[src/tasm_pkg.sv]
`timescale 1ns / 1ps

package tasm_pkg;

  localparam int PERIOD_W = 16;
  localparam int WAIT_W   = 17;
  localparam int PHASE_W  = 3;
  localparam int MOVE_W   = 16;
  localparam int CFG_ADDR_W = 3;
  localparam int CFG_DATA_W = 32;

  localparam logic [PERIOD_W-1:0] STEP_PERIOD_RESET = 16'd10000;

  // register indexes
  localparam logic REG_STEP_PERIOD = 1'b0;

  typedef enum logic [1:0] {
    OP_TICK = 2'd0,
    OP_MOVE = 2'd1,
    OP_OFF  = 2'd2
  } op_t;

  localparam logic [1:0] AXIS_NONE = 2'd0;
  localparam logic [1:0] AXIS_X    = 2'd1;
  localparam logic [1:0] AXIS_Y    = 2'd2;

  typedef struct packed {
    logic capture;
    logic exec;
    logic div_start;
    logic wait_load;
    logic emit;
  } cmd_t;

  typedef struct packed {
    logic start_div;
    logic div_done;
    logic out_free;
  } status_t;

  // half-step coil sequence
  function automatic logic [3:0] coil_pattern(input logic [PHASE_W-1:0] ph);
    logic [3:0] pat;
    case (ph)
      3'd0:    pat = 4'd1;
      3'd1:    pat = 4'd5;
      3'd2:    pat = 4'd4;
      3'd3:    pat = 4'd6;
      3'd4:    pat = 4'd2;
      3'd5:    pat = 4'd10;
      3'd6:    pat = 4'd8;
      default: pat = 4'd9;
    endcase
    return pat;
  endfunction

endpackage

[src/tasm_if.sv]
`timescale 1ns / 1ps

interface tasm_in_if;
  logic              valid;
  logic              ready;
  logic [1:0]        operation;
  logic signed [15:0] move_x;
  logic signed [15:0] move_y;

  modport source (output valid, operation, move_x, move_y, input ready);
  modport sink (input valid, operation, move_x, move_y, output ready);
endinterface

interface tasm_out_if;
  logic       valid;
  logic       ready;
  logic [3:0] x_coils;
  logic [3:0] y_coils;
  logic [1:0] stepped_axis;
  logic       busy_res;
  logic       move_done;
  logic       rejected;

  modport source (output valid, x_coils, y_coils, stepped_axis, busy_res, move_done,
                  rejected, input ready);
  modport sink (input valid, x_coils, y_coils, stepped_axis, busy_res, move_done,
                rejected, output ready);
endinterface

[src/tasm_div.sv]
`timescale 1ns / 1ps

module tasm_div #(
  parameter int MOVE_BITS = 15
) (
  input  logic                            clk,
  input  logic                            rst_n,
  input  logic                            start,
  input  logic [tasm_pkg::PERIOD_W-1:0]   period,
  input  logic [MOVE_BITS-1:0]            minor,
  input  logic [MOVE_BITS-1:0]            major,
  output logic                            done,
  output logic [tasm_pkg::PERIOD_W-1:0]   quotient
);

  localparam int DW = tasm_pkg::PERIOD_W + MOVE_BITS;
  localparam int CW = $clog2(DW + 1);

  logic [DW-1:0]        quot_r;
  logic [MOVE_BITS-1:0] rem_r;
  logic [CW-1:0]        cnt_r;
  logic [DW-1:0]        prod;
  logic [MOVE_BITS:0]   trial;
  logic                 fits;

  assign prod  = DW'(period) * DW'(minor);
  assign trial = {rem_r, quot_r[DW-1]};
  assign fits  = (trial >= {1'b0, major});

  // restoring division, one quotient bit per cycle
  always_ff @(posedge clk) begin
    if (!rst_n) begin
      cnt_r <= '0;
    end else if (start) begin
      cnt_r <= CW'(DW);
    end else if (cnt_r != '0) begin
      cnt_r <= cnt_r - 1'b1;
    end
  end

  always_ff @(posedge clk) begin
    if (start) begin
      quot_r <= prod;
      rem_r  <= '0;
    end else if (cnt_r != '0) begin
      quot_r <= {quot_r[DW-2:0], fits};
      rem_r  <= fits ? MOVE_BITS'(trial - {1'b0, major}) : trial[MOVE_BITS-1:0];
    end
  end

  // quotient never exceeds period since minor <= major
  assign done     = (cnt_r == '0);
  assign quotient = quot_r[tasm_pkg::PERIOD_W-1:0];

endmodule

[src/tasm_ctrl.sv]
`timescale 1ns / 1ps

module tasm_ctrl (
  input  logic               clk,
  input  logic               rst_n,
  input  logic               in_valid,
  output logic               in_ready,
  input  tasm_pkg::status_t  sts,
  output tasm_pkg::cmd_t     cmd
);

  typedef enum logic [2:0] {
    S_IDLE,
    S_EXEC,
    S_DSTART,
    S_DIV,
    S_EMIT
  } state_t;

  state_t state_r, state_nxt;
  logic   in_ready_r;

  always_ff @(posedge clk) begin
    if (!rst_n) begin
      state_r    <= S_IDLE;
      in_ready_r <= 1'b1;
    end else begin
      state_r    <= state_nxt;
      in_ready_r <= (state_nxt == S_IDLE);
    end
  end

  always_comb begin
    state_nxt = state_r;
    cmd       = '0;
    unique case (state_r)
      S_IDLE: begin
        if (in_valid && in_ready_r) begin
          cmd.capture = 1'b1;
          state_nxt   = S_EXEC;
        end
      end
      S_EXEC: begin
        cmd.exec  = 1'b1;
        state_nxt = sts.start_div ? S_DSTART : S_EMIT;
      end
      S_DSTART: begin
        cmd.div_start = 1'b1;
        state_nxt     = S_DIV;
      end
      S_DIV: begin
        if (sts.div_done) begin
          cmd.wait_load = 1'b1;
          state_nxt     = S_EMIT;
        end
      end
      S_EMIT: begin
        if (sts.out_free) begin
          cmd.emit  = 1'b1;
          state_nxt = S_IDLE;
        end
      end
      default: state_nxt = S_IDLE;
    endcase
  end

  assign in_ready = in_ready_r;

endmodule

[src/tasm_dp.sv]
`timescale 1ns / 1ps

module tasm_dp #(
  parameter int PHASE_COUNT = 8,
  parameter int MOVE_BITS   = 15
) (
  input  logic                                  clk,
  input  logic                                  rst_n,
  input  tasm_pkg::cmd_t                        cmd,
  output tasm_pkg::status_t                     sts,
  input  logic [tasm_pkg::PERIOD_W-1:0]         period,
  input  logic [1:0]                            in_operation,
  input  logic signed [tasm_pkg::MOVE_W-1:0]    in_move_x,
  input  logic signed [tasm_pkg::MOVE_W-1:0]    in_move_y,
  tasm_out_if.source                            out_ch
);

  localparam logic [tasm_pkg::PHASE_W-1:0] LAST = tasm_pkg::PHASE_W'(PHASE_COUNT - 1);
  localparam logic [31:0] MAG_LIM = 32'((64'd1 << MOVE_BITS) - 64'd1);

  function automatic logic [tasm_pkg::PHASE_W-1:0] phase_next(
    input logic [tasm_pkg::PHASE_W-1:0] ph,
    input logic                         back
  );
    logic [tasm_pkg::PHASE_W-1:0] p;
    p = (ph > LAST) ? LAST : ph;
    if (back) begin
      return (p == '0) ? LAST : p - 1'b1;
    end
    return (p >= LAST) ? '0 : p + 1'b1;
  endfunction

  // magnitude of a two's complement step count, clipped to the counter range
  function automatic logic [MOVE_BITS-1:0] mag_of(input logic [tasm_pkg::MOVE_W-1:0] raw);
    logic [16:0] a;
    a = raw[15] ? 17'h10000 - {1'b0, raw} : {1'b0, raw};
    return ({15'd0, a} > MAG_LIM) ? MOVE_BITS'(MAG_LIM) : MOVE_BITS'(a);
  endfunction

  // latched request
  logic [1:0]                         op_r;
  logic [tasm_pkg::MOVE_W-1:0]        raw_x_r, raw_y_r;

  logic [tasm_pkg::PHASE_W-1:0]       x_phase_r, y_phase_r;
  logic                               coils_on_r, moving_r;
  logic [MOVE_BITS-1:0]               x_target_r, y_target_r, x_count_r, y_count_r;
  logic                               x_reverse_r, y_reverse_r;
  logic signed [MOVE_BITS:0]          slope_r;
  logic                               major_is_x_r;
  logic [tasm_pkg::WAIT_W-1:0]        major_wait_r, wait_left_r;
  logic [1:0]                         axis_r;
  logic                               done_r, rej_r;
  logic                               out_valid_r;

  logic [MOVE_BITS-1:0]               mx, my, minor, major;
  logic                               zero_move;
  logic                               x_can, y_can;
  logic                               div_done;
  logic [tasm_pkg::PERIOD_W-1:0]      quot;

  assign mx        = mag_of(raw_x_r);
  assign my        = mag_of(raw_y_r);
  assign zero_move = (mx == '0) && (my == '0);
  assign x_can     = (x_count_r < x_target_r) && !slope_r[MOVE_BITS];
  assign y_can     = (y_count_r < y_target_r) &&
                     (slope_r[MOVE_BITS] || (x_count_r >= x_target_r));
  assign major     = major_is_x_r ? x_target_r : y_target_r;
  assign minor     = major_is_x_r ? y_target_r : x_target_r;

  assign sts.start_div = (op_r == tasm_pkg::OP_MOVE) && !moving_r && !zero_move;
  assign sts.div_done  = div_done;
  assign sts.out_free  = !out_valid_r || out_ch.ready;

  tasm_div #(
    .MOVE_BITS (MOVE_BITS)
  ) u_div (
    .clk      (clk),
    .rst_n    (rst_n),
    .start    (cmd.div_start),
    .period   (period),
    .minor    (minor),
    .major    (major),
    .done     (div_done),
    .quotient (quot)
  );

  always_ff @(posedge clk) begin
    if (cmd.capture) begin
      op_r    <= in_operation;
      raw_x_r <= in_move_x;
      raw_y_r <= in_move_y;
    end
  end

  always_ff @(posedge clk) begin
    if (!rst_n) begin
      x_phase_r    <= '0;
      y_phase_r    <= '0;
      coils_on_r   <= 1'b0;
      moving_r     <= 1'b0;
      x_target_r   <= '0;
      y_target_r   <= '0;
      x_count_r    <= '0;
      y_count_r    <= '0;
      x_reverse_r  <= 1'b0;
      y_reverse_r  <= 1'b0;
      slope_r      <= '0;
      major_is_x_r <= 1'b0;
      major_wait_r <= '0;
      wait_left_r  <= '0;
    end else if (cmd.exec) begin
      case (op_r)
        tasm_pkg::OP_OFF: begin
          if (!moving_r) begin
            coils_on_r <= 1'b0;
            x_phase_r  <= '0;
            y_phase_r  <= '0;
          end
        end
        tasm_pkg::OP_MOVE: begin
          if (!moving_r && !zero_move) begin
            x_target_r   <= mx;
            y_target_r   <= my;
            x_count_r    <= '0;
            y_count_r    <= '0;
            x_reverse_r  <= raw_x_r[15];
            y_reverse_r  <= raw_y_r[15];
            slope_r      <= '0;
            major_is_x_r <= (mx > my);
            wait_left_r  <= '0;
            coils_on_r   <= 1'b1;
            moving_r     <= 1'b1;
          end
        end
        tasm_pkg::OP_TICK: begin
          if (moving_r) begin
            if (wait_left_r != '0) begin
              wait_left_r <= wait_left_r - 1'b1;
            end else if (x_can) begin
              x_count_r   <= x_count_r + 1'b1;
              slope_r     <= slope_r - $signed({1'b0, y_target_r});
              x_phase_r   <= phase_next(x_phase_r, x_reverse_r);
              wait_left_r <= major_is_x_r ? major_wait_r : '0;
            end else if (y_can) begin
              y_count_r   <= y_count_r + 1'b1;
              slope_r     <= slope_r + $signed({1'b0, x_target_r});
              y_phase_r   <= phase_next(y_phase_r, y_reverse_r);
              wait_left_r <= major_is_x_r ? '0 : major_wait_r;
            end else begin
              moving_r <= 1'b0;
            end
          end
        end
        default: ;
      endcase
    end else if (cmd.wait_load) begin
      // period * (|x|+|y|) / major = period + period * minor / major
      major_wait_r <= {1'b0, period} + {1'b0, quot};
    end
  end

  // per-request flags
  always_ff @(posedge clk) begin
    if (cmd.exec) begin
      axis_r <= tasm_pkg::AXIS_NONE;
      done_r <= 1'b0;
      rej_r  <= 1'b0;
      case (op_r)
        tasm_pkg::OP_MOVE: begin
          if (moving_r) begin
            rej_r <= 1'b1;
          end else if (zero_move) begin
            done_r <= 1'b1;
          end
        end
        tasm_pkg::OP_OFF: rej_r <= moving_r;
        tasm_pkg::OP_TICK: begin
          if (moving_r && wait_left_r == '0) begin
            if (x_can) begin
              axis_r <= tasm_pkg::AXIS_X;
            end else if (y_can) begin
              axis_r <= tasm_pkg::AXIS_Y;
            end else begin
              done_r <= 1'b1;
            end
          end
        end
        default: ;
      endcase
    end
  end

  always_ff @(posedge clk) begin
    if (!rst_n) begin
      out_valid_r <= 1'b0;
    end else if (cmd.emit) begin
      out_valid_r <= 1'b1;
    end else if (out_ch.ready) begin
      out_valid_r <= 1'b0;
    end
  end

  always_ff @(posedge clk) begin
    if (cmd.emit) begin
      out_ch.x_coils      <= coils_on_r ? tasm_pkg::coil_pattern(x_phase_r) : 4'd0;
      out_ch.y_coils      <= coils_on_r ? tasm_pkg::coil_pattern(y_phase_r) : 4'd0;
      out_ch.stepped_axis <= axis_r;
      out_ch.busy_res     <= moving_r;
      out_ch.move_done    <= done_r;
      out_ch.rejected     <= rej_r;
    end
  end

  assign out_ch.valid = out_valid_r;

endmodule

[src/two_axis_stepper_line_mover_unit.sv]
`timescale 1ns / 1ps

// two-axis line mover: each request is a tick, a move start or a coils-off, and gives exactly
// one result carrying both coil patterns, which axis stepped, and the busy, done and rejected
// flags. the block takes one request at a time: a tick, an off, a rejected request or a zero
// move passes through the exec and emit states to its result, while a real move start also
// passes the divider start and divide states, where the bit-serial divider works out the
// per-move major-axis wait at one quotient bit per cycle. results sit in an output register,
// so a stalled result only holds the block in its emit state. step_period sits at byte
// address 0 of the config port and may only be written while no request is in flight.
module two_axis_stepper_line_mover_unit #(
  parameter int PHASE_COUNT = 8,
  parameter int MOVE_BITS   = 15
) (
  input  logic                                clk,
  input  logic                                rst_n,
  tasm_in_if.sink                             in_ch,
  tasm_out_if.source                          out_ch,
  input  logic                                psel,
  input  logic                                penable,
  input  logic                                pwrite,
  input  logic [tasm_pkg::CFG_ADDR_W-1:0]     paddr,
  input  logic [tasm_pkg::CFG_DATA_W-1:0]     pwdata,
  output logic [tasm_pkg::CFG_DATA_W-1:0]     prdata,
  output logic                                pready
);

  logic [tasm_pkg::PERIOD_W-1:0] step_period_r;
  logic                          reg_hit;
  tasm_pkg::cmd_t                cmd;
  tasm_pkg::status_t             sts;

  assign pready  = 1'b1;
  assign reg_hit = (paddr[tasm_pkg::CFG_ADDR_W-1:2] == tasm_pkg::REG_STEP_PERIOD);
  assign prdata  = reg_hit ? tasm_pkg::CFG_DATA_W'(step_period_r) : '0;

  always_ff @(posedge clk) begin
    if (!rst_n) begin
      step_period_r <= tasm_pkg::STEP_PERIOD_RESET;
    end else if (psel && penable && pwrite && pready && reg_hit) begin
      step_period_r <= pwdata[tasm_pkg::PERIOD_W-1:0];
    end
  end

  tasm_ctrl u_ctrl (
    .clk      (clk),
    .rst_n    (rst_n),
    .in_valid (in_ch.valid),
    .in_ready (in_ch.ready),
    .sts      (sts),
    .cmd      (cmd)
  );

  tasm_dp #(
    .PHASE_COUNT (PHASE_COUNT),
    .MOVE_BITS   (MOVE_BITS)
  ) u_dp (
    .clk          (clk),
    .rst_n        (rst_n),
    .cmd          (cmd),
    .sts          (sts),
    .period       (step_period_r),
    .in_operation (in_ch.operation),
    .in_move_x    (in_ch.move_x),
    .in_move_y    (in_ch.move_y),
    .out_ch       (out_ch)
  );

`ifndef SYNTHESIS
  a_one_at_a_time: assert property (@(posedge clk) disable iff (!rst_n)
    (in_ch.valid && in_ch.ready) |=> !in_ch.ready)
    else $error("request accepted while previous one still in flight");

  a_done_not_busy: assert property (@(posedge clk) disable iff (!rst_n)
    out_ch.valid |-> !(out_ch.move_done && out_ch.busy_res))
    else $error("move reported done while still busy");

  a_reject_busy: assert property (@(posedge clk) disable iff (!rst_n)
    (out_ch.valid && out_ch.rejected) |-> out_ch.busy_res)
    else $error("request rejected with no move in progress");

  a_step_energised: assert property (@(posedge clk) disable iff (!rst_n)
    (out_ch.valid && out_ch.stepped_axis != tasm_pkg::AXIS_NONE) |->
      (out_ch.x_coils != 4'd0 && out_ch.y_coils != 4'd0))
    else $error("step reported with coils de-energised");
`endif

endmodule
[src/flat_wrapper.sv]
// flat-port wrapper written by rule: the top's interface ports become plain ports
module two_axis_stepper_line_mover_unit_flat 
#(
  parameter int PHASE_COUNT = 8,
  parameter int MOVE_BITS   = 15
)
  (clk, rst_n, psel, penable, pwrite, paddr, pwdata, prdata, pready, in_ch_valid, in_ch_operation, in_ch_move_x, in_ch_move_y, in_ch_ready, out_ch_valid, out_ch_x_coils, out_ch_y_coils, out_ch_stepped_axis, out_ch_busy_res, out_ch_move_done, out_ch_rejected, out_ch_ready);
  tasm_in_if in_ch_i ();
  tasm_out_if out_ch_i ();
  input  logic clk;
  input  logic rst_n;
  input  logic psel;
  input  logic penable;
  input  logic pwrite;
  input  logic [tasm_pkg::CFG_ADDR_W-1:0] paddr;
  input  logic [tasm_pkg::CFG_DATA_W-1:0] pwdata;
  output logic [tasm_pkg::CFG_DATA_W-1:0] prdata;
  output logic pready;
  input wire logic [$bits(in_ch_i.valid)-1:0] in_ch_valid;
  input wire logic [$bits(in_ch_i.operation)-1:0] in_ch_operation;
  input wire logic [$bits(in_ch_i.move_x)-1:0] in_ch_move_x;
  input wire logic [$bits(in_ch_i.move_y)-1:0] in_ch_move_y;
  output wire logic [$bits(in_ch_i.ready)-1:0] in_ch_ready;
  output wire logic [$bits(out_ch_i.valid)-1:0] out_ch_valid;
  output wire logic [$bits(out_ch_i.x_coils)-1:0] out_ch_x_coils;
  output wire logic [$bits(out_ch_i.y_coils)-1:0] out_ch_y_coils;
  output wire logic [$bits(out_ch_i.stepped_axis)-1:0] out_ch_stepped_axis;
  output wire logic [$bits(out_ch_i.busy_res)-1:0] out_ch_busy_res;
  output wire logic [$bits(out_ch_i.move_done)-1:0] out_ch_move_done;
  output wire logic [$bits(out_ch_i.rejected)-1:0] out_ch_rejected;
  input wire logic [$bits(out_ch_i.ready)-1:0] out_ch_ready;
  assign in_ch_i.valid = in_ch_valid;
  assign in_ch_i.operation = in_ch_operation;
  assign in_ch_i.move_x = in_ch_move_x;
  assign in_ch_i.move_y = in_ch_move_y;
  assign in_ch_ready = in_ch_i.ready;
  assign out_ch_valid = out_ch_i.valid;
  assign out_ch_x_coils = out_ch_i.x_coils;
  assign out_ch_y_coils = out_ch_i.y_coils;
  assign out_ch_stepped_axis = out_ch_i.stepped_axis;
  assign out_ch_busy_res = out_ch_i.busy_res;
  assign out_ch_move_done = out_ch_i.move_done;
  assign out_ch_rejected = out_ch_i.rejected;
  assign out_ch_i.ready = out_ch_ready;
  two_axis_stepper_line_mover_unit #(.PHASE_COUNT(PHASE_COUNT), .MOVE_BITS(MOVE_BITS)) u_core (.clk(clk), .rst_n(rst_n), .in_ch(in_ch_i), .out_ch(out_ch_i), .psel(psel), .penable(penable), .pwrite(pwrite), .paddr(paddr), .pwdata(pwdata), .prdata(prdata), .pready(pready));
endmodule
[config.mk]
export PLATFORM = sky130hd
export DESIGN_NAME = two_axis_stepper_line_mover_unit_flat
export DESIGN_NICKNAME = d
export VERILOG_FILES = /design/src/tasm_pkg.sv /design/src/tasm_if.sv /design/src/tasm_div.sv /design/src/tasm_ctrl.sv /design/src/tasm_dp.sv /design/src/two_axis_stepper_line_mover_unit.sv /design/src/flat_wrapper.sv
export SDC_FILE = /design/constraint.sdc
export NUM_CORES = 1
export LEC_CHECK = 0
export BUFFER_PORTS_ARGS = -buffer_cell sky130_fd_sc_hd__buf_2
export CAP_MARGIN = 10
export CORE_MARGIN = 4
export CORE_UTILIZATION = 40
export DETAILED_ROUTE_END_ITERATION = 10
export GPL_TIMING_DRIVEN = 0
export HOLD_SLACK_MARGIN = 0.08
export SLEW_MARGIN = 20
export SYNTH_ARGS = -nofsm -noshare
export SYNTH_HDL_FRONTEND = slang
export SYNTH_SLANG_ARGS = --single-unit
[constraint.sdc]
create_clock -name clk -period 9.87 [get_ports clk]
set_input_delay 0.987 -clock clk [delete_from_list [all_inputs] [get_ports clk]]
set_output_delay 0.987 -clock clk [all_outputs]
set_load 0.03 [all_outputs]
==> impl_metrics.xml, run 1 <==
<?xml version="1.0" encoding="UTF-8"?>
<metrics>
  <group name="status">
    <metric name="status" unit="">finished clean</metric>
  </group>
  <group name="setup_path">
    <metric name="path_buf_inv" unit="">7</metric>
    <metric name="critical_path.startpoint_type" unit="">register</metric>
    <metric name="worst-path-stages" unit="">25</metric>
    <metric name="worst_path_dominant_cell_family" unit="">adder cells</metric>
    <metric name="timing.reg2reg.worst_path_depth" unit="">25</metric>
    <metric name="worst_r2r_endpoint" unit="">u_core.u_dp.u_div.quot_r[30]</metric>
    <metric name="worst_setup_path_end_kind" unit="">register</metric>
    <metric name="regToRegSetupSlack" unit="ns">0.99</metric>
    <metric name="crit_path_max_delay_cell_type" unit="">mux2i_1</metric>
    <metric name="cp.required" unit="ns">10.15</metric>
    <metric name="slowest_delay" unit="ns">0.89</metric>
    <metric name="critical_path.most_common_cell" unit="">fa_1</metric>
    <metric name="cp_data_arrival_time" unit="ns">9.17</metric>
    <metric name="critPathMaxFanout" unit="">10</metric>
    <metric name="reg2reg_from" unit="">u_core.u_dp.major_is_x_r</metric>
    <metric name="timing_worst_setup_path_type" unit="">reg2reg</metric>
    <metric name="endpoint" unit="">u_core.u_dp.u_div.quot_r[30]</metric>
    <metric name="timing.critical_path.from" unit="">u_core.u_dp.major_is_x_r</metric>
  </group>
  <group name="cells_and_area">
    <metric name="mostFrequentLayoutCells" unit="">346 x nand2_1, 286 x inv_1, 199 x ha_1</metric>
    <metric name="layout.cell_area.non_filler" unit="mm²">0.0256</metric>
    <metric name="area.growth.synth_to_final" unit="%">11.3</metric>
    <metric name="insertedDiodeCount" unit="">0</metric>
    <metric name="final_net_count" unit="">3259</metric>
    <metric name="layout.cells.most_common" unit="">nand2_1</metric>
    <metric name="drive_gt1_share" unit="%">7.75</metric>
    <metric name="finish.cell_count_without_fillers" unit="">3581</metric>
  </group>
  <group name="global_routing">
    <metric name="groute.usage.overall" unit="%">20.9</metric>
    <metric name="grt_pass1_vias" unit="">19400</metric>
    <metric name="grt_start_max_net_pins" unit="">32</metric>
    <metric name="grt_pass1_wl" unit="µm">103000</metric>
    <metric name="grt_antenna_before_repair" unit="">1</metric>
    <metric name="grt_remaining_overflow" unit="">0</metric>
  </group>
  <group name="route">
    <metric name="routed_via_density" unit="">5.37</metric>
    <metric name="drt_drc_violations_left" unit="">0</metric>
    <metric name="route.detailed.wl_per_inst" unit="µm">17.9</metric>
    <metric name="drt_wl_total" unit="µm">64300</metric>
    <metric name="drt_pre_antenna_iters" unit="">8</metric>
    <metric name="detailedRoute.firstIterationViolations" unit="">1160</metric>
    <metric name="drtAntennaViolNets" unit="">0</metric>
    <metric name="dr_total_vias" unit="">19200</metric>
  </group>
  <group name="timing">
    <metric name="fin_ws" unit="ns">0.985</metric>
    <metric name="grt_setup_unrepaired" unit="">false</metric>
    <metric name="finalWorstPathRequiredPeriod" unit="ns">8.88</metric>
    <metric name="number_of_setup_violations_in_the_final_report" unit="">0</metric>
    <metric name="max_slew.worst_pin.slew" unit="ns">1.13</metric>
    <metric name="achievable-frequency" unit="GHz">0.113</metric>
    <metric name="timing.final.max_slew_violations" unit="">0</metric>
    <metric name="number_of_hold_slack_violations_in_the_final_timing_report" unit="">0</metric>
    <metric name="finalClockSkew" unit="ns">0.0280</metric>
    <metric name="final.period_utilization" unit="%">90.0</metric>
    <metric name="setup_total_negative_slack" unit="ns">0</metric>
    <metric name="slew_headroom" unit="%">22.4</metric>
  </group>
  <group name="floorplanning">
    <metric name="die-area" unit="mm²">0.0615</metric>
    <metric name="die-width" unit="µm">248</metric>
    <metric name="coreArea" unit="mm²">0.0567</metric>
    <metric name="initial_util" unit="%">40.6</metric>
    <metric name="row_count" unit="">87</metric>
    <metric name="io_pins" unit="">124</metric>
    <metric name="die_height" unit="µm">248</metric>
  </group>
  <group name="cts">
    <metric name="postCtsResizedCells" unit="">0</metric>
    <metric name="clk_path_buf_depth" unit="">3</metric>
    <metric name="clock_tree.htree_level_count" unit="">1</metric>
    <metric name="cts_num_sinks" unit="">244</metric>
    <metric name="numCtsBuffers" unit="">31</metric>
    <metric name="cts_hold_buffers" unit="">0</metric>
    <metric name="root_buffer" unit="">clkbuf_16</metric>
    <metric name="clkLatencyLatePin" unit="ns">0.58</metric>
    <metric name="cts.clk_slew.worst_paths" unit="ns">0.07</metric>
    <metric name="cts_tree" unit="">yes</metric>
    <metric name="cts_setup_buffers" unit="">0</metric>
  </group>
  <group name="power">
    <metric name="leakage" unit="nW">11.4</metric>
    <metric name="power.density" unit="mW/mm²">165</metric>
    <metric name="vdd.ir_drop.worst" unit="mV">0.140</metric>
  </group>
  <group name="yosys">
    <metric name="synth_ff_type" unit="">dfxtp_1</metric>
    <metric name="synth_cell_types" unit="">86</metric>
    <metric name="proportion_of_synthesized_chip_area_in_sequential_cells" unit="%">24.8</metric>
    <metric name="synthCells" unit="">2662</metric>
    <metric name="yosys_register_bits" unit="">244</metric>
    <metric name="ys_warn_count" unit="">0</metric>
    <metric name="post_synth_instance_area" unit="mm²">0.0230</metric>
    <metric name="post_synthesis_mean_instance_area" unit="µm²">8.65</metric>
    <metric name="postSynth.asyncResetShare" unit="%">0</metric>
    <metric name="synth_enable_flop_cells" unit="">82</metric>
  </group>
  <group name="placement">
    <metric name="gpl.final_weighted_congestion" unit="">0.894</metric>
    <metric name="dp.final_hpwl" unit="µm">51100</metric>
    <metric name="placed_cells_incl_taps" unit="">3524</metric>
    <metric name="place_worst_setup_slack" unit="ns">1.11</metric>
    <metric name="placement.io_buffers" unit="">87</metric>
    <metric name="detailed_place.area" unit="mm²">0.0245</metric>
  </group>
  <group name="run">
    <metric name="maxCapViolCount" unit="">0</metric>
  </group>
  <group name="worst_hold_path">
    <metric name="min_delay_path_depth" unit="">0</metric>
    <metric name="path_class_of_the_lowest_slack_min_delay_path" unit="">reg2reg</metric>
  </group>
</metrics>
## synth_stat cells (6+ instances only)
library cell	instances	area share (%)
a211oi_1	22	0.72
a21boi_0	42	1.4
a21boi_2	8	0.39
a21o_1	32	1.0
a21oi_1	87	1.9
a31o_2	6	0.23
a31oi_1	13	0.35
and2_1	80	2.2
and3_1	16	0.43
buf_2	10	0.22
buf_4	17	0.55
clkbuf_1	105	1.7
dfxtp_1	162	14
edfxtp_1	82	11
fa_1	183	16
ha_1	199	11
inv_1	286	4.7
mux2i_1	33	1.4
nand2_1	347	5.7
nand2b_1	24	0.65
nand3_1	74	1.6
nand4_1	34	0.92
nor2_1	141	2.3
nor2b_1	129	3.5
nor3_1	42	0.91
nor3b_1	9	0.29
nor4_1	19	0.52
o211a_1	22	0.96
o211ai_1	16	0.52
o21a_1	18	0.59
o21ai_0	133	2.9
o21ai_1	6	0.13
o22ai_1	7	0.19
o31ai_1	15	0.49
o41ai_1	6	0.23
or2_2	8	0.22
or3_1	14	0.38
or4_1	8	0.26
xnor2_1	75	2.9
xor2_1	41	1.6
## per-stage QoR
step | util [%] | total power [mW] | hold WS [ns]
3_3_place_gp | 43.1 | 2.98 | 0.407
3_5_place_dp | 43.2 | 3.02 | 0.411
2_1_floorplan | - | 2.60 | 0.400
5_1_grt | 45.2 | 4.52 | 0.435
4_1_cts | 45.2 | 4.25 | 0.423
6_report | 45.2 | 4.23 | 0.425
## layer usage
layer  share of wire [%]  routed length (µm)  track usage, %  vias up
li1                    -                   -               -     9225
met1                  45               28900            28.5     9428
met2                  47               30200            35.0      481
met3                 5.0                3190            2.45      102
met4                 3.1                1980            6.14        2
met5               0.020                  13               0        -
## final cells by class
class                      instances  area [µm²]
sequential                       244        5710
clock inverter                    15         176
inverter                         287        1080
clock buffer                      42         921
tap                              756         946
fill                            5533       31100
timing repair buffer              91         478
multi-input combinational       2004       15700
buffer                           142         651
## where the power goes
group / switching, mW / internal, mW / leakage [nW] / total [mW]
sequential: 0.118 / 1.24 / 2.10 / 1.36
clock: 0.469 / 0.734 / 0.541 / 1.20
combinational: 1.00 / 0.668 / 8.76 / 1.67
## worst min-delay path by stage
stage / startpoint / to / slack [ns]
3_5_place_dp: u_core.u_dp.done_r / u_core.u_dp.out_ch.move_done / 0.41
6_report: u_core.u_dp.axis_r[0] / u_core.u_dp.out_ch.stepped_axis[0] / 0.42
5_1_grt: u_core.u_dp.axis_r[0] / u_core.u_dp.out_ch.stepped_axis[0] / 0.43
2_1_floorplan: u_core.u_dp.done_r / u_core.u_dp.out_ch.move_done / 0.40
3_3_place_gp: u_core.u_dp.done_r / u_core.u_dp.out_ch.move_done / 0.41
4_1_cts: u_core.u_dp.done_r / u_core.u_dp.out_ch.move_done / 0.42
## state kept, by name, indices dropped and copies added, names as in the netlist, 16 cells and up
register and count:
u_core.u_dp.slope_r 16, u_core.step_period_r 16, u_core.u_dp.wait_left_r 17, u_core.u_dp.raw_y_r 16
u_core.u_dp.major_wait_r 17, u_core.u_dp.raw_x_r 16, u_core.u_dp.u_div.quot_r 31
## cells by family after synthesis
family                     count (synthesis)  share of synthesized area, %
and+or+nand+nor                          971                          21.0
AOI/OAI and AO/OA                        481                          13.9
buffers and inverters                    429                          7.50
adders and majority gates                382                          26.7
DFF                                      244                          24.8
xor gates and xnor gates                 116                          4.41
muxes                                     37                          1.63
other                                      2                        0.0326
Power figures use the tool's default switching activity.
==> inputs of run 2 (changes only) <==
--- a/config.mk
+++ b/config.mk
@@ -12,6 +12,7 @@
 export DETAILED_ROUTE_END_ITERATION = 10
 export GPL_TIMING_DRIVEN = 0
 export HOLD_SLACK_MARGIN = 0.08
+export MAX_ROUTING_LAYER = met4
 export SLEW_MARGIN = 20
 export SYNTH_ARGS = -nofsm -noshare
 export SYNTH_HDL_FRONTEND = slang
==> run 2 against run 1 <==
  * Cell area is 0.41% higher
  * Register-to-register slack is essentially flat
  * Global-route usage rose by 0.79 points
  * Combinational power about the same
  * Critical path depth increased by 1
  * Critical endpoint is now u_core.u_dp.u_div.quot_r[23]
==> impl_metrics.xml, run 2 (synthesis gave the netlist of run 1 again) <==
<?xml version="1.0" encoding="UTF-8"?>
<metrics>
  <group name="cts">
    <metric name="cts_hold_buffers" unit="">0</metric>
    <metric name="cts.clk_slew.worst_paths" unit="ns">0.06</metric>
    <metric name="cts_num_sinks" unit="">244</metric>
    <metric name="numCtsBuffers" unit="">30</metric>
    <metric name="root_buffer" unit="">clkbuf_16</metric>
    <metric name="clk_path_buf_depth" unit="">3</metric>
    <metric name="clkLatencyLatePin" unit="ns">0.62</metric>
    <metric name="postCtsResizedCells" unit="">0</metric>
    <metric name="cts_tree" unit="">yes</metric>
    <metric name="clock_tree.htree_level_count" unit="">1</metric>
    <metric name="cts_setup_buffers" unit="">0</metric>
  </group>
  <group name="route">
    <metric name="drtAntennaViolNets" unit="">0</metric>
    <metric name="drt_pre_antenna_iters" unit="">5</metric>
    <metric name="drt_drc_violations_left" unit="">0</metric>
    <metric name="routed_via_density" unit="">5.36</metric>
    <metric name="detailedRoute.firstIterationViolations" unit="">1286</metric>
    <metric name="route.detailed.wl_per_inst" unit="µm">18.0</metric>
    <metric name="drt_wl_total" unit="µm">64600</metric>
    <metric name="dr_total_vias" unit="">19200</metric>
  </group>
  <group name="cells_and_area">
    <metric name="fillers" unit="">5522</metric>
    <metric name="largest-register" unit="">u_core.u_dp.u_div.quot_r</metric>
    <metric name="final_net_count" unit="">3258</metric>
    <metric name="reg.largest.list" unit="">u_core.u_dp.u_div.quot_r: 31 flops, u_core.u_dp.major_wait_r: 17 flops, u_core.u_dp.wait_left_r: 17 flops</metric>
    <metric name="drive_gt1_share" unit="%">7.72</metric>
    <metric name="mostFrequentLayoutCells" unit="">346 x nand2_1, 286 x inv_1, 199 x ha_1</metric>
    <metric name="finish.cell_count_without_fillers" unit="">3582</metric>
    <metric name="layout.cells.most_common" unit="">nand2_1</metric>
    <metric name="area.growth.synth_to_final" unit="%">11.7</metric>
    <metric name="largest_register_ff_count" unit="">31</metric>
  </group>
  <group name="setup_path">
    <metric name="cp_data_arrival_time" unit="ns">9.20</metric>
    <metric name="timing_worst_setup_path_type" unit="">reg2reg</metric>
    <metric name="critPathMaxFanout" unit="">10</metric>
    <metric name="worst_setup_path_end_kind" unit="">register</metric>
    <metric name="critical_path.startpoint_type" unit="">register</metric>
    <metric name="cp.required" unit="ns">10.17</metric>
  </group>
  <group name="floorplanning">
    <metric name="initial_util" unit="%">40.6</metric>
    <metric name="die_height" unit="µm">248</metric>
    <metric name="die-area" unit="mm²">0.0615</metric>
    <metric name="io_pins" unit="">124</metric>
    <metric name="coreArea" unit="mm²">0.0567</metric>
    <metric name="die-width" unit="µm">248</metric>
    <metric name="row_count" unit="">87</metric>
  </group>
  <group name="timing">
    <metric name="achievable-frequency" unit="GHz">0.112</metric>
    <metric name="setup_total_negative_slack" unit="ns">0</metric>
    <metric name="max_slew.worst_pin.slew" unit="ns">1.15</metric>
    <metric name="final.period_utilization" unit="%">90.2</metric>
    <metric name="number_of_hold_slack_violations_in_the_final_timing_report" unit="">0</metric>
    <metric name="slew_headroom" unit="%">22.8</metric>
    <metric name="grt_setup_unrepaired" unit="">false</metric>
    <metric name="timing.final.max_slew_violations" unit="">0</metric>
    <metric name="finalClockSkew" unit="ns">0.0620</metric>
    <metric name="finalWorstPathRequiredPeriod" unit="ns">8.90</metric>
    <metric name="number_of_setup_violations_in_the_final_report" unit="">0</metric>
  </group>
  <group name="global_routing">
    <metric name="groute.usage.overall" unit="%">21.7</metric>
    <metric name="grt_pass1_vias" unit="">19100</metric>
    <metric name="grt_remaining_overflow" unit="">0</metric>
    <metric name="grt_start_max_net_pins" unit="">32</metric>
    <metric name="grt_pass1_wl" unit="µm">104000</metric>
    <metric name="grt_antenna_before_repair" unit="">0</metric>
  </group>
  <group name="power">
    <metric name="power.density" unit="mW/mm²">168</metric>
    <metric name="leakage" unit="nW">11.4</metric>
    <metric name="vdd.ir_drop.worst" unit="mV">0.134</metric>
  </group>
  <group name="run">
    <metric name="maxCapViolCount" unit="">0</metric>
  </group>
  <group name="placement">
    <metric name="gpl.final_weighted_congestion" unit="">0.908</metric>
    <metric name="placed_cells_incl_taps" unit="">3524</metric>
    <metric name="placement.io_buffers" unit="">87</metric>
    <metric name="dp.final_hpwl" unit="µm">51400</metric>
  </group>
  <group name="worst_hold_path">
    <metric name="path_class_of_the_lowest_slack_min_delay_path" unit="">reg2reg</metric>
  </group>
  <group name="status">
    <metric name="status" unit="">finished clean</metric>
  </group>
</metrics>
## run 2: cell count changes in the layout (fill, tap and decap cells not counted)
cell	previous run	this run
bufinv_16	3	5
clkbuf_16	34	36
clkinv_16	0	1
clkinv_2	4	2
clkinv_4	4	2
clkinvlp_4	1	0
diode_2	0	2
inv_4	1	0
## run 2: worst max-delay path: stages, from the launching register on
cell      delay [ns]
dfxtp_1         0.30
clkbuf_1        0.42
clkbuf_1        0.45
mux2i_1         0.96
clkbuf_1        0.54
nor2b_1         0.14
fa_1            0.53
inv_1           0.05
fa_1            0.53
inv_1           0.05
fa_1            0.51
fa_1            0.44
fa_1            0.54
inv_1           0.06
fa_1            0.53
inv_1           0.04
ha_1            0.35
a21o_1          0.18
a21o_1          0.16
a21oi_1         0.14
nor2b_1         0.06
a311oi_1        0.63
o21ai_0         0.23
a31o_2          0.29
a21oi_1         0.17
xor2_1          0.17
o21ai_0         0.09
## run 2: report_power, final
part	internal [mW]	leakage, nW	switching [mW]	total [mW]
Combinational	0.668	8.76	1.01	1.68
Sequential	1.24	2.10	0.115	1.35
Clock	0.818	0.584	0.480	1.30
Total	2.73	11.4	1.60	4.33
## run 2: cell type report
| class | count | area [µm²] | area share [%] |
|---|---|---|---|
| Antenna cell | 2 | 5.00 | 0.0195 |
| Timing Repair Buffer | 91 | 478 | 1.86 |
| Clock inverter | 12 | 225 | 0.875 |
| Clock buffer | 44 | 971 | 3.77 |
| Tap cell | 756 | 946 | 3.68 |
| Multi-Input combinational cell | 2004 | 15700 | 60.9 |
| Buffer | 142 | 651 | 2.53 |
| Inverter | 287 | 1080 | 4.19 |
| Sequential cell | 244 | 5710 | 22.2 |
## run 2: final timing paths
kind,endpoint,depth (start not counted),start,slack (ns)
worst max-delay path,u_core.u_dp.u_div.quot_r[23],26,u_core.u_dp.major_is_x_r,0.97
worst min-delay path,u_core.u_dp.out_ch.stepped_axis[0],0,u_core.u_dp.axis_r[0],0.42
worst max register to register,u_core.u_dp.u_div.quot_r[23],26,u_core.u_dp.major_is_x_r,0.97
worst min register to register,u_core.u_dp.out_ch.stepped_axis[0],0,u_core.u_dp.axis_r[0],0.42
## run 2: per-layer routing
layer,GRT usage (%),up-vias,wire length (µm)
met5,-,-,0
met4,5.81,0,1640
met3,1.87,92,3000
met2,35.3,437,30400
met1,29.2,9439,29600
li1,-,9226,-
## run 2: per-stage QoR
stage | hold slack (ns) | total power, mW | utilization, % | worst slack, ns | instance area [µm²]
after floorplan | 0.400 | 2.60 | - | 2.64 | 23100
after global placement | 0.408 | 2.98 | 43.1 | 1.08 | 24500
after detailed placement | 0.405 | 3.03 | 43.2 | 1.12 | 24500
after CTS | 0.420 | 4.35 | 45.3 | 0.990 | 25700
after global routing | 0.427 | 4.62 | 45.4 | 0.470 | 25700
final | 0.418 | 4.33 | 45.4 | 0.972 | 25700
